## src/pqdm_pkg.sv

```systemverilog
`timescale 1ns / 1ps

package pqdm_pkg;

  localparam int unsigned PRIO_W  = 8;
  localparam int unsigned VALUE_W = 16;
  localparam int unsigned OCC_W   = 5;

  typedef enum logic {
    REQ_INSERT = 1'b0,
    REQ_DELETE = 1'b1
  } req_e;

  typedef enum logic [1:0] {
    STATUS_OK    = 2'd0,
    STATUS_FULL  = 2'd1,
    STATUS_EMPTY = 2'd2
  } status_e;

  typedef struct packed {
    logic [PRIO_W-1:0]  prio;
    logic [VALUE_W-1:0] value;
  } entry_t;

  typedef struct packed {
    logic               valid;
    status_e            status;
    logic [PRIO_W-1:0]  prio;
    logic [VALUE_W-1:0] value;
    logic [OCC_W-1:0]   occ;
  } result_t;

endpackage

```

## src/priority_queue_delete_max.sv

```systemverilog
`timescale 1ns / 1ps

// Channel   Ports                                               Handshake
// request   req_type_i, entry_priority_i, entry_value_i         start high, busy low
// result    status_o, removed_priority_o, removed_value_o,      done_o high for one cycle
//           occupancy_o
//
// An insert or a rejected request is answered in the cycle after its beat, and busy stays low.
// A delete scans the n entries for the maximum, then shifts those above it down one in the
// one-read, one-write store port: the scan reads one entry a cycle, the shift moves one a cycle.
// Reset empties the queue at once; the store contents are not cleared.
// The receiver cannot stall; done_o flags each result for exactly one cycle.
module priority_queue_delete_max #(
  parameter int unsigned DEPTH = 16
) (
  input  logic                                 clk_i,
  input  logic                                 rst_ni,
  input  logic                                 start,
  output logic                                 busy,
  input  logic                                 req_type_i,
  input  logic [pqdm_pkg::PRIO_W-1:0]          entry_priority_i,
  input  logic [pqdm_pkg::VALUE_W-1:0]         entry_value_i,
  output logic                                 done_o,
  output logic [1:0]                           status_o,
  output logic [pqdm_pkg::PRIO_W-1:0]          removed_priority_o,
  output logic [pqdm_pkg::VALUE_W-1:0]         removed_value_o,
  output logic [pqdm_pkg::OCC_W-1:0]           occupancy_o
);

  localparam int unsigned AW = $clog2(DEPTH);

  logic               we;
  logic [AW-1:0]      waddr;
  logic [AW-1:0]      raddr;
  pqdm_pkg::entry_t   wdata;
  pqdm_pkg::entry_t   rdata;
  pqdm_pkg::result_t  res;
  pqdm_pkg::result_t  res_q;
  logic               done_q;

  pqdm_store #(
    .DEPTH (DEPTH)
  ) u_store (
    .clk_i   (clk_i),
    .we_i    (we),
    .waddr_i (waddr),
    .wdata_i (wdata),
    .raddr_i (raddr),
    .rdata_o (rdata)
  );

  pqdm_ctrl #(
    .DEPTH (DEPTH)
  ) u_ctrl (
    .clk_i   (clk_i),
    .rst_ni  (rst_ni),
    .start_i (start),
    .req_i   (pqdm_pkg::req_e'(req_type_i)),
    .prio_i  (entry_priority_i),
    .value_i (entry_value_i),
    .busy_o  (busy),
    .we_o    (we),
    .waddr_o (waddr),
    .wdata_o (wdata),
    .raddr_o (raddr),
    .rdata_i (rdata),
    .res_o   (res)
  );

  always_ff @(posedge clk_i or negedge rst_ni) begin
    if (!rst_ni) begin
      done_q <= 1'b0;
    end else begin
      done_q <= res.valid;
    end
  end

  always_ff @(posedge clk_i) begin
    if (res.valid) begin
      res_q <= res;
    end
  end

  assign done_o             = done_q;
  assign status_o           = res_q.status;
  assign removed_priority_o = res_q.prio;
  assign removed_value_o    = res_q.value;
  assign occupancy_o        = res_q.occ;

endmodule

```

## src/pqdm_store.sv

```systemverilog
`timescale 1ns / 1ps

module pqdm_store #(
  parameter int unsigned DEPTH = 16
) (
  input  logic                         clk_i,
  input  logic                         we_i,
  input  logic [$clog2(DEPTH)-1:0]     waddr_i,
  input  pqdm_pkg::entry_t             wdata_i,
  input  logic [$clog2(DEPTH)-1:0]     raddr_i,
  output pqdm_pkg::entry_t             rdata_o
);

  pqdm_pkg::entry_t mem_q [DEPTH];
  pqdm_pkg::entry_t rdata_q;

  always_ff @(posedge clk_i) begin
    if (we_i) begin
      mem_q[waddr_i] <= wdata_i;
    end
  end

  always_ff @(posedge clk_i) begin
    rdata_q <= mem_q[raddr_i];
  end

  assign rdata_o = rdata_q;

endmodule

```

## src/pqdm_ctrl.sv

```systemverilog
`timescale 1ns / 1ps

module pqdm_ctrl #(
  parameter int unsigned DEPTH = 16,
  localparam int unsigned AW   = $clog2(DEPTH),
  localparam int unsigned CW   = $clog2(DEPTH + 1)
) (
  input  logic                                 clk_i,
  input  logic                                 rst_ni,
  input  logic                                 start_i,
  input  pqdm_pkg::req_e                       req_i,
  input  logic [pqdm_pkg::PRIO_W-1:0]          prio_i,
  input  logic [pqdm_pkg::VALUE_W-1:0]         value_i,
  output logic                                 busy_o,
  output logic                                 we_o,
  output logic [AW-1:0]                        waddr_o,
  output pqdm_pkg::entry_t                     wdata_o,
  output logic [AW-1:0]                        raddr_o,
  input  pqdm_pkg::entry_t                     rdata_i,
  output pqdm_pkg::result_t                    res_o
);

  typedef enum logic [2:0] {
    ST_IDLE  = 3'b001,
    ST_SCAN  = 3'b010,
    ST_SHIFT = 3'b100
  } state_e;

  state_e           state_q, state_d;
  logic [CW-1:0]    count_q, count_d;
  logic [CW-1:0]    cmp_q, cmp_d;
  logic [CW-1:0]    rd_q, rd_d;
  logic [CW-1:0]    wr_q, wr_d;
  logic [CW-1:0]    best_idx_q, best_idx_d;
  pqdm_pkg::entry_t best_q, best_d;

  logic             take;
  logic             scan_last;
  logic [CW-1:0]    scan_idx;
  logic [CW-1:0]    next_rd;
  pqdm_pkg::entry_t scan_best;

  assign take      = (cmp_q == '0) || (rdata_i.prio > best_q.prio);
  assign scan_best = take ? rdata_i : best_q;
  assign scan_idx  = take ? cmp_q : best_idx_q;
  assign scan_last = (cmp_q == count_q - CW'(1));
  assign next_rd   = scan_idx + CW'(1);

  always_comb begin
    state_d    = state_q;
    count_d    = count_q;
    cmp_d      = cmp_q;
    rd_d       = rd_q;
    wr_d       = wr_q;
    best_d     = best_q;
    best_idx_d = best_idx_q;
    we_o       = 1'b0;
    waddr_o    = '0;
    wdata_o    = rdata_i;
    raddr_o    = rd_q[AW-1:0];
    res_o      = '0;
    unique case (state_q)
      ST_IDLE: begin
        raddr_o = '0;
        if (start_i) begin
          if (req_i == pqdm_pkg::REQ_INSERT) begin
            res_o.valid = 1'b1;
            if (count_q < CW'(DEPTH)) begin
              we_o         = 1'b1;
              waddr_o      = count_q[AW-1:0];
              wdata_o.prio  = prio_i;
              wdata_o.value = value_i;
              count_d      = count_q + CW'(1);
              res_o.status = pqdm_pkg::STATUS_OK;
              res_o.occ    = pqdm_pkg::OCC_W'(count_q + CW'(1));
            end else begin
              res_o.status = pqdm_pkg::STATUS_FULL;
              res_o.occ    = pqdm_pkg::OCC_W'(count_q);
            end
          end else if (count_q == '0) begin
            res_o.valid  = 1'b1;
            res_o.status = pqdm_pkg::STATUS_EMPTY;
            res_o.occ    = '0;
          end else begin
            state_d = ST_SCAN;
            cmp_d   = '0;
            rd_d    = CW'(1);
          end
        end
      end
      ST_SCAN: begin
        best_d     = scan_best;
        best_idx_d = scan_idx;
        cmp_d      = cmp_q + CW'(1);
        rd_d       = rd_q + CW'(1);
        if (scan_last) begin
          raddr_o = next_rd[AW-1:0];
          wr_d    = scan_idx;
          rd_d    = next_rd + CW'(1);
          state_d = ST_SHIFT;
        end
      end
      ST_SHIFT: begin
        if (wr_q + CW'(1) < count_q) begin
          we_o    = 1'b1;
          waddr_o = wr_q[AW-1:0];
          wdata_o = rdata_i;
          wr_d    = wr_q + CW'(1);
          rd_d    = rd_q + CW'(1);
        end else begin
          res_o.valid  = 1'b1;
          res_o.status = pqdm_pkg::STATUS_OK;
          res_o.prio   = best_q.prio;
          res_o.value  = best_q.value;
          res_o.occ    = pqdm_pkg::OCC_W'(count_q - CW'(1));
          count_d      = count_q - CW'(1);
          state_d      = ST_IDLE;
        end
      end
      default: begin
        state_d = ST_IDLE;
      end
    endcase
  end

  always_ff @(posedge clk_i or negedge rst_ni) begin
    if (!rst_ni) begin
      state_q <= ST_IDLE;
      count_q <= '0;
    end else begin
      state_q <= state_d;
      count_q <= count_d;
    end
  end

  always_ff @(posedge clk_i) begin
    cmp_q      <= cmp_d;
    rd_q       <= rd_d;
    wr_q       <= wr_d;
    best_q     <= best_d;
    best_idx_q <= best_idx_d;
  end

  assign busy_o = (state_q != ST_IDLE);

  a_count_bound: assert property (@(posedge clk_i) disable iff (!rst_ni)
    count_q <= CW'(DEPTH))
    else $error("Entry count exceeds the store depth.");

  a_scan_no_write: assert property (@(posedge clk_i) disable iff (!rst_ni)
    (state_q == ST_SCAN) |-> !we_o)
    else $error("Store written during the maximum scan.");

  a_shift_no_overlap: assert property (@(posedge clk_i) disable iff (!rst_ni)
    (state_q == ST_SHIFT && we_o) |-> (rd_q != wr_q))
    else $error("Shift writes the entry it is reading.");

  a_empty_delete: assert property (@(posedge clk_i) disable iff (!rst_ni)
    (state_q == ST_IDLE && start_i && req_i == pqdm_pkg::REQ_DELETE && count_q == '0)
    |-> (res_o.valid && res_o.status == pqdm_pkg::STATUS_EMPTY))
    else $error("Delete on an empty queue not flagged.");

  a_delete_count: assert property (@(posedge clk_i) disable iff (!rst_ni)
    (state_q == ST_SHIFT && res_o.valid) |=> (count_q == $past(count_q) - CW'(1)))
    else $error("Delete did not reduce the entry count by one.");

endmodule
```

## config.mk

```make
export PLATFORM = sky130hd
export DESIGN_NAME = priority_queue_delete_max
export DESIGN_NICKNAME = d
export VERILOG_FILES = /design/src/pqdm_pkg.sv /design/src/priority_queue_delete_max.sv /design/src/pqdm_store.sv /design/src/pqdm_ctrl.sv
export SDC_FILE = /design/constraint.sdc
export NUM_CORES = 1
export LEC_CHECK = 0
export ABC_AREA = 1
export BUFFER_PORTS_ARGS = -buffer_cell sky130_fd_sc_hd__buf_2
export CAP_MARGIN = 30
export CORE_ASPECT_RATIO = 0.8
export CORE_MARGIN = 1
export CORE_UTILIZATION = 45
export DETAILED_ROUTE_END_ITERATION = 12
export GPL_TIMING_DRIVEN = 0
export RECOVER_POWER = 100
export SLEW_MARGIN = 0
export SYNTH_ARGS = -nofsm -noshare
export SYNTH_HDL_FRONTEND = slang
export SYNTH_HIERARCHICAL = 1
export SYNTH_SLANG_ARGS = --single-unit
```

## constraint.sdc

```tcl
create_clock -name clk_i -period 10.3 [get_ports clk_i]
set_input_delay 2.06 -clock clk_i [delete_from_list [all_inputs] [get_ports clk_i]]
set_output_delay 2.06 -clock clk_i [all_outputs]
set_load 0.05 [all_outputs]
```

### After elaboration in Yosys (flattened, before gate mapping)

Memory sizes are Yosys's and may differ from the RTL's. A register that Yosys moved wholly into a read port is not among the register bits.
Index checks and enable logic that the tools add are counted.

* $add $sub $neg: 7
* order comparisons: 3
* equality and inequality tests: 12
* mux-type cells: 52
* bitwise logic cells: 1
* reduce and logical (&&, ||, !) cells: 14

Operator list (count)
* $mux 24: 4
* $mux 5: 17
* $pmux 5 s2: 4
* $mux 32: 1
* $add 5x1->5 const B: 6
* $mux 3: 8
* $mux 4: 5
* $pmux 4 s2: 2
* $pmux 5 s3: 1
* $logic_not 5->1: 2
* $ne 2x2->1 const B: 5
* $reduce_and 5->1: 2
* $pmux 3 s3: 1
* $gt 8x8->1: 1
* $reduce_and 4->1: 2
* $mux 1: 7
* $pmux 3 s2: 1
* $reduce_bool 2->1: 3
* $eq 5x5->1: 1
* $lt 5x5->1: 1
* $lt 5x5->1 const B: 1
* $sub 5x1->5 const B: 1
* $ne 2x1->1 const B: 2
* $eq 3x1->1 const B: 1
* 10 further kinds: 10

* flip-flop bits (word level): 84
* memory bits (writable): 384
* bits of input ports: 28
* output and inout bits: 33
* word-level logic and storage cells: 103
* memories kept: 1

Memories
* u_store.mem_q: words 16, width 24, read ports 1, clocked after memory_dff 1, wr ports 1, line pqdm_store.sv:14 `pqdm_pkg::entry_t mem_q [DEPTH];`

### Depth between registers and ports, before layout

* depth in word-level cells: 7
* depth in mapped cells: 25
* depth with buffers taken out: 23

### Cells and area by module

The synthesis kept the hierarchy.

Modules (own cells, without submodules)
* pqdm_store: times used 1, cells an instance 1597, area each 16951.3 µm², seq. area each 12011.5 µm²
* pqdm_ctrl: times used 1, cells an instance 378, area each 3453.3 µm², seq. area each 1492.7 µm²
* priority_queue_delete_max: times used 1, cells an instance 32, area each 955.9 µm², seq. area each 955.9 µm²

### Least setup slack after synthesis

Ideal clock, no wire load.

* kind: input to register
* from: input req_type_i
* to: memory u_store/mem_q[12][0] in the netlist's numbering (enable)
* setup time: 0.405 ns
* arrival: 4.003 ns
* required time: 9.895 ns
* slack: 5.892 ns
* cell stages on the path: 7
* path buffers: 2
* path through: inv_1 nand4_1 buf_4 buf_6 o22ai_1 nand3_1 nor2_1

* elaborated cells between the ends (all ways): 8
* classes of those cells: 8 x mux

RTL lines
* start, declared: line priority_queue_delete_max.sv:20 `input logic req_type_i,`
* $mux 4: line pqdm_ctrl.sv:66 `if (req_i == pqdm_pkg::REQ_INSERT) begin`
* $mux 4: line pqdm_ctrl.sv:65 `if (start_i) begin`
* $pmux 4 s2: line pqdm_ctrl.sv:62 `unique case (state_q)`
* net waddr[3]: line priority_queue_delete_max.sv:33 `logic [AW-1:0] waddr;`
* end, declared: line pqdm_store.sv:14

The timed path passes the listed nets, and every way through them passes these cells.

### Worst setup path in the final report

* from: input start
* to: memory u_store/mem_q[10][5] in the netlist's numbering (enable)

* elaborated cells between the ends (all ways): 6
* classes of those cells: 6 x mux

RTL lines
* start, declared: line priority_queue_delete_max.sv:18 `input logic start,`
* $mux 4: line pqdm_ctrl.sv:65
* $pmux 4 s2: line pqdm_ctrl.sv:62
* net waddr[2]: line priority_queue_delete_max.sv:33

The timed path passes the listed nets, and every way through them passes these cells.

==> flow_summary.toml <==
[placed_design]
io_buffers = 60
place_hpwl_mm = 39.9
pre_cts_ws_ps = 5280
place.gp.congestion = 0.890

[floorplanning]
dieWidth_um = 246
initial_core_util_pct = 45.5
die-area_um2 = 48300
io_pins = 61
rows = 71
die_h_um = 197
core_um2 = 46900

[clock_tree]
cts.sinks = 491
clk_pin_slew_ps = 60
clock_latency_ps = 590
cts_resized = 0
cts_hold_buf = 0
cts_root_buf = "clkbuf_16"
cts_setup_buffers = 0
cts_tree = "built"
cts_buffer_depth = 3
h-tree-depth = 2
cts_buffers = 49

[route]
route.detailed.drc = 0
dr.pass1.iters = 6
routed_wl_mm = 59.7
viasPerCell = 5.20
vias = 14600
drtIter0Drc = 1561
wl_per_cell_um = 21.3
drtAntennaViolNets = 0

[sta]
drv_slew = 158
fin_crit_sh_pct = 61.8
setup_viol = 0
hold_violations = 0
min_period_ps = 6360
rsz0062_at_grt = "false"
slew_headroom_pct = -32.0
fin_worst_skew_ps = 16.6
setup_slack_ps = 3940
tns_ps = 0
worst_pin_slew_ps = 1980
fmax_mhz = 157

[synth]
netlist_area_um2 = 21400
avgSynthCellArea_um2 = 10.6
yosysSeqAreaShare_pct = 67.7
synth_most_common_cell = "nand2_1"
synth_seq_cells = 491
yosys_most_used_dff = "edfxtp_1"
yosysWarnings = 6
yosysUniqueCellTypes = 46
synth_edf_count = 458
netlist_top_cells_area = "edfxtp_1 64%, nand2_1 9.9%, nand3_1 7.3%, inv_1 6.0%, dfxtp_1 2.2%"
synth_top_area_share_pct = 64.4
synth_commonest_cells = "566 x nand2_1, 458 x edfxtp_1, 343 x inv_1"
synthCells = 2007
synth_fp_nets = 2057
async_flop_share_pct = 1.83
synth_top_area_cell = "edfxtp_1"

[grt]
grt_pass1_wl_mm = 87.0
grtUsageTotal_pct = 25.0
grt_pass1_vias = 13700
overflow = 0
grt_max_degree = 25
grt_antenna_before_repair = 2

[power]
p_per_area_nw_per_um2 = 329
vdd_drop_max_v = 0.000202
static-leakage-power_nw = 10.1
total_power_w = 0.00787

[critical_path]
worst-endpoint-arrival_ps = 6560
cp-end-kind = "flip-flop"
worstSetupPathType = "input port to flip-flop"
startpoint_type = "input port"
startpoint = "start"
rr_startpoint = "u_ctrl/wr_q[0]"
cp.required_ps = 10490
critPathMaxFanout = 14
reg2reg_depth = 14

[worst_hold_path]
hold_path_depth = 0
min_path_type = "flip-flop to flip-flop"
worstHoldStart = "u_store/rdata_o[12]"

[finish]
drive_above_1_share_pct = 8.03
seq_area_um2 = 14500
nNetsFinal = 2189
multiInputGateArea_um2 = 5040
areaGrowthSynthToFinish_pct = 11.9
fill_cells = 4207

[status]
violations = "capacitance limit, slew limit"
status = "finished with violations"

[flow_run]
maxCapViolCount = 9
-- state kept, by name, indices dropped and copies added (netlist names) --
| name | count |
|---|---|
| occupancy_o | 5 |
| u_store/mem_q | 384 |
| done_o | 1 |
| u_ctrl/best_idx_q | 5 |
| u_store/rdata_o | 24 |
| u_ctrl/cmp_q | 5 |
| removed_priority_o | 8 |
| u_ctrl/count_q | 5 |
| removed_value_o | 16 |
| u_ctrl/best_q | 24 |
| u_ctrl/wr_q | 5 |
| status_o | 2 |
| u_ctrl/state_q | 3 |
| u_ctrl/rd_q | 4 |
-- path summary, 6_finish.rpt --
path | endpoint | slack (ps)
setup / recovery | u_store/mem_q[10][5] | 3940
hold / removal | u_ctrl/best_q[12] | 420
setup reg to reg | u_store/mem_q[11][5] | 4520
hold reg to reg | u_ctrl/best_q[12] | 420
max in group asynchronous | u_ctrl/count_q[2] | 8420
min in group asynchronous | u_ctrl/count_q[3] | 1470
-- where the power goes --
group	total [W]	internal (W)	switching, W	leakage (nW)
clock network	0.00167	0.000943	0.000731	0.731
registers	0.00279	0.00267	0.000120	4.46
logic	0.00341	0.000855	0.00255	4.90
total	0.00787	0.00447	0.00340	10.1
-- layout make-up --
class / count / area share (%)
Sequential cell: 491 / 60.5
Multi-Input combinational cell: 1071 / 21.1
Clock buffer: 76 / 5.93
Inverter: 358 / 5.63
Tap cell: 620 / 3.24
Buffer: 87 / 1.83
Timing Repair Buffer: 81 / 1.48
Clock inverter: 15 / 0.304
Antenna cell: 1 / 0.0105
-- stage by stage --
stage	instance area, µm²	hold WS, ps	utilization [%]	cells
floorplan	21400	403	-	2007
global placement	22400	408	47.8	2687
detailed placement	23000	409	49.1	2708
CTS	24500	423	52.3	2799
global route	23900	433	51.0	2799
finish	23900	424	51.0	2800
-- critical path: stages --
cell      delay [ps]
clkbuf_1         120
nand4_1          210
clkbuf_1         590
clkbuf_1         680
o21ai_0          360
nand3b_1         330
nor2_1          1230
clkbuf_1         950
-- metal layers --
metal	part of all wire, %	up-vias	wire length [µm]	track usage (%)
met5	0.032	-	19	0
met4	2.3	2	1370	6.76
met1	43	6945	25700	35.8
met3	11	109	6500	5.96
met2	44	703	26100	37.9
li1	-	6810	-	-
-- placed cells by master (no fill, tap or decap), types with 2 or more instances in the layout --
cell / instances
clkinvlp_2: 2
o21ai_1: 7
nor3_1: 2
a21oi_1: 9
or2_2: 3
dfxtp_1: 24
clkinv_2: 5
buf_2: 68
nand2_1: 571
inv_6: 2
mux2_1: 23
clkinv_1: 9
buf_1: 4
clkbuf_8: 9
o21bai_1: 5
clkbuf_1: 96
nand3b_1: 3
nand4_1: 3
dfrtp_1: 8
ha_1: 22
nand3_1: 313
xor2_1: 9
nand3_2: 2
edfxtp_1: 458
clkbuf_16: 49
nor2_1: 58
xnor2_1: 5
o21ai_0: 17
inv_1: 347
buf_4: 15
o22ai_1: 6
xor2_2: 2
inv_2: 8
-- kinds of logic (layout without fill, tap and decap cells) --
kind of cell / count (synthesis) / in the layout / synth area share, %
AO/OA/AOI/OAI: 50 / 50 / 1.41
other: 0 / 1 / 0
adder cells (fa/ha/maj): 22 / 22 / 1.29
multiplexers: 23 / 23 / 1.28
buffers and inverters: 445 / 617 / 8.49
AND/OR/NAND/NOR: 960 / 960 / 19.1
XOR/XNOR: 16 / 16 / 0.726
flip-flops: 491 / 491 / 67.7
Note: power is estimated with default switching activity, not from simulation.
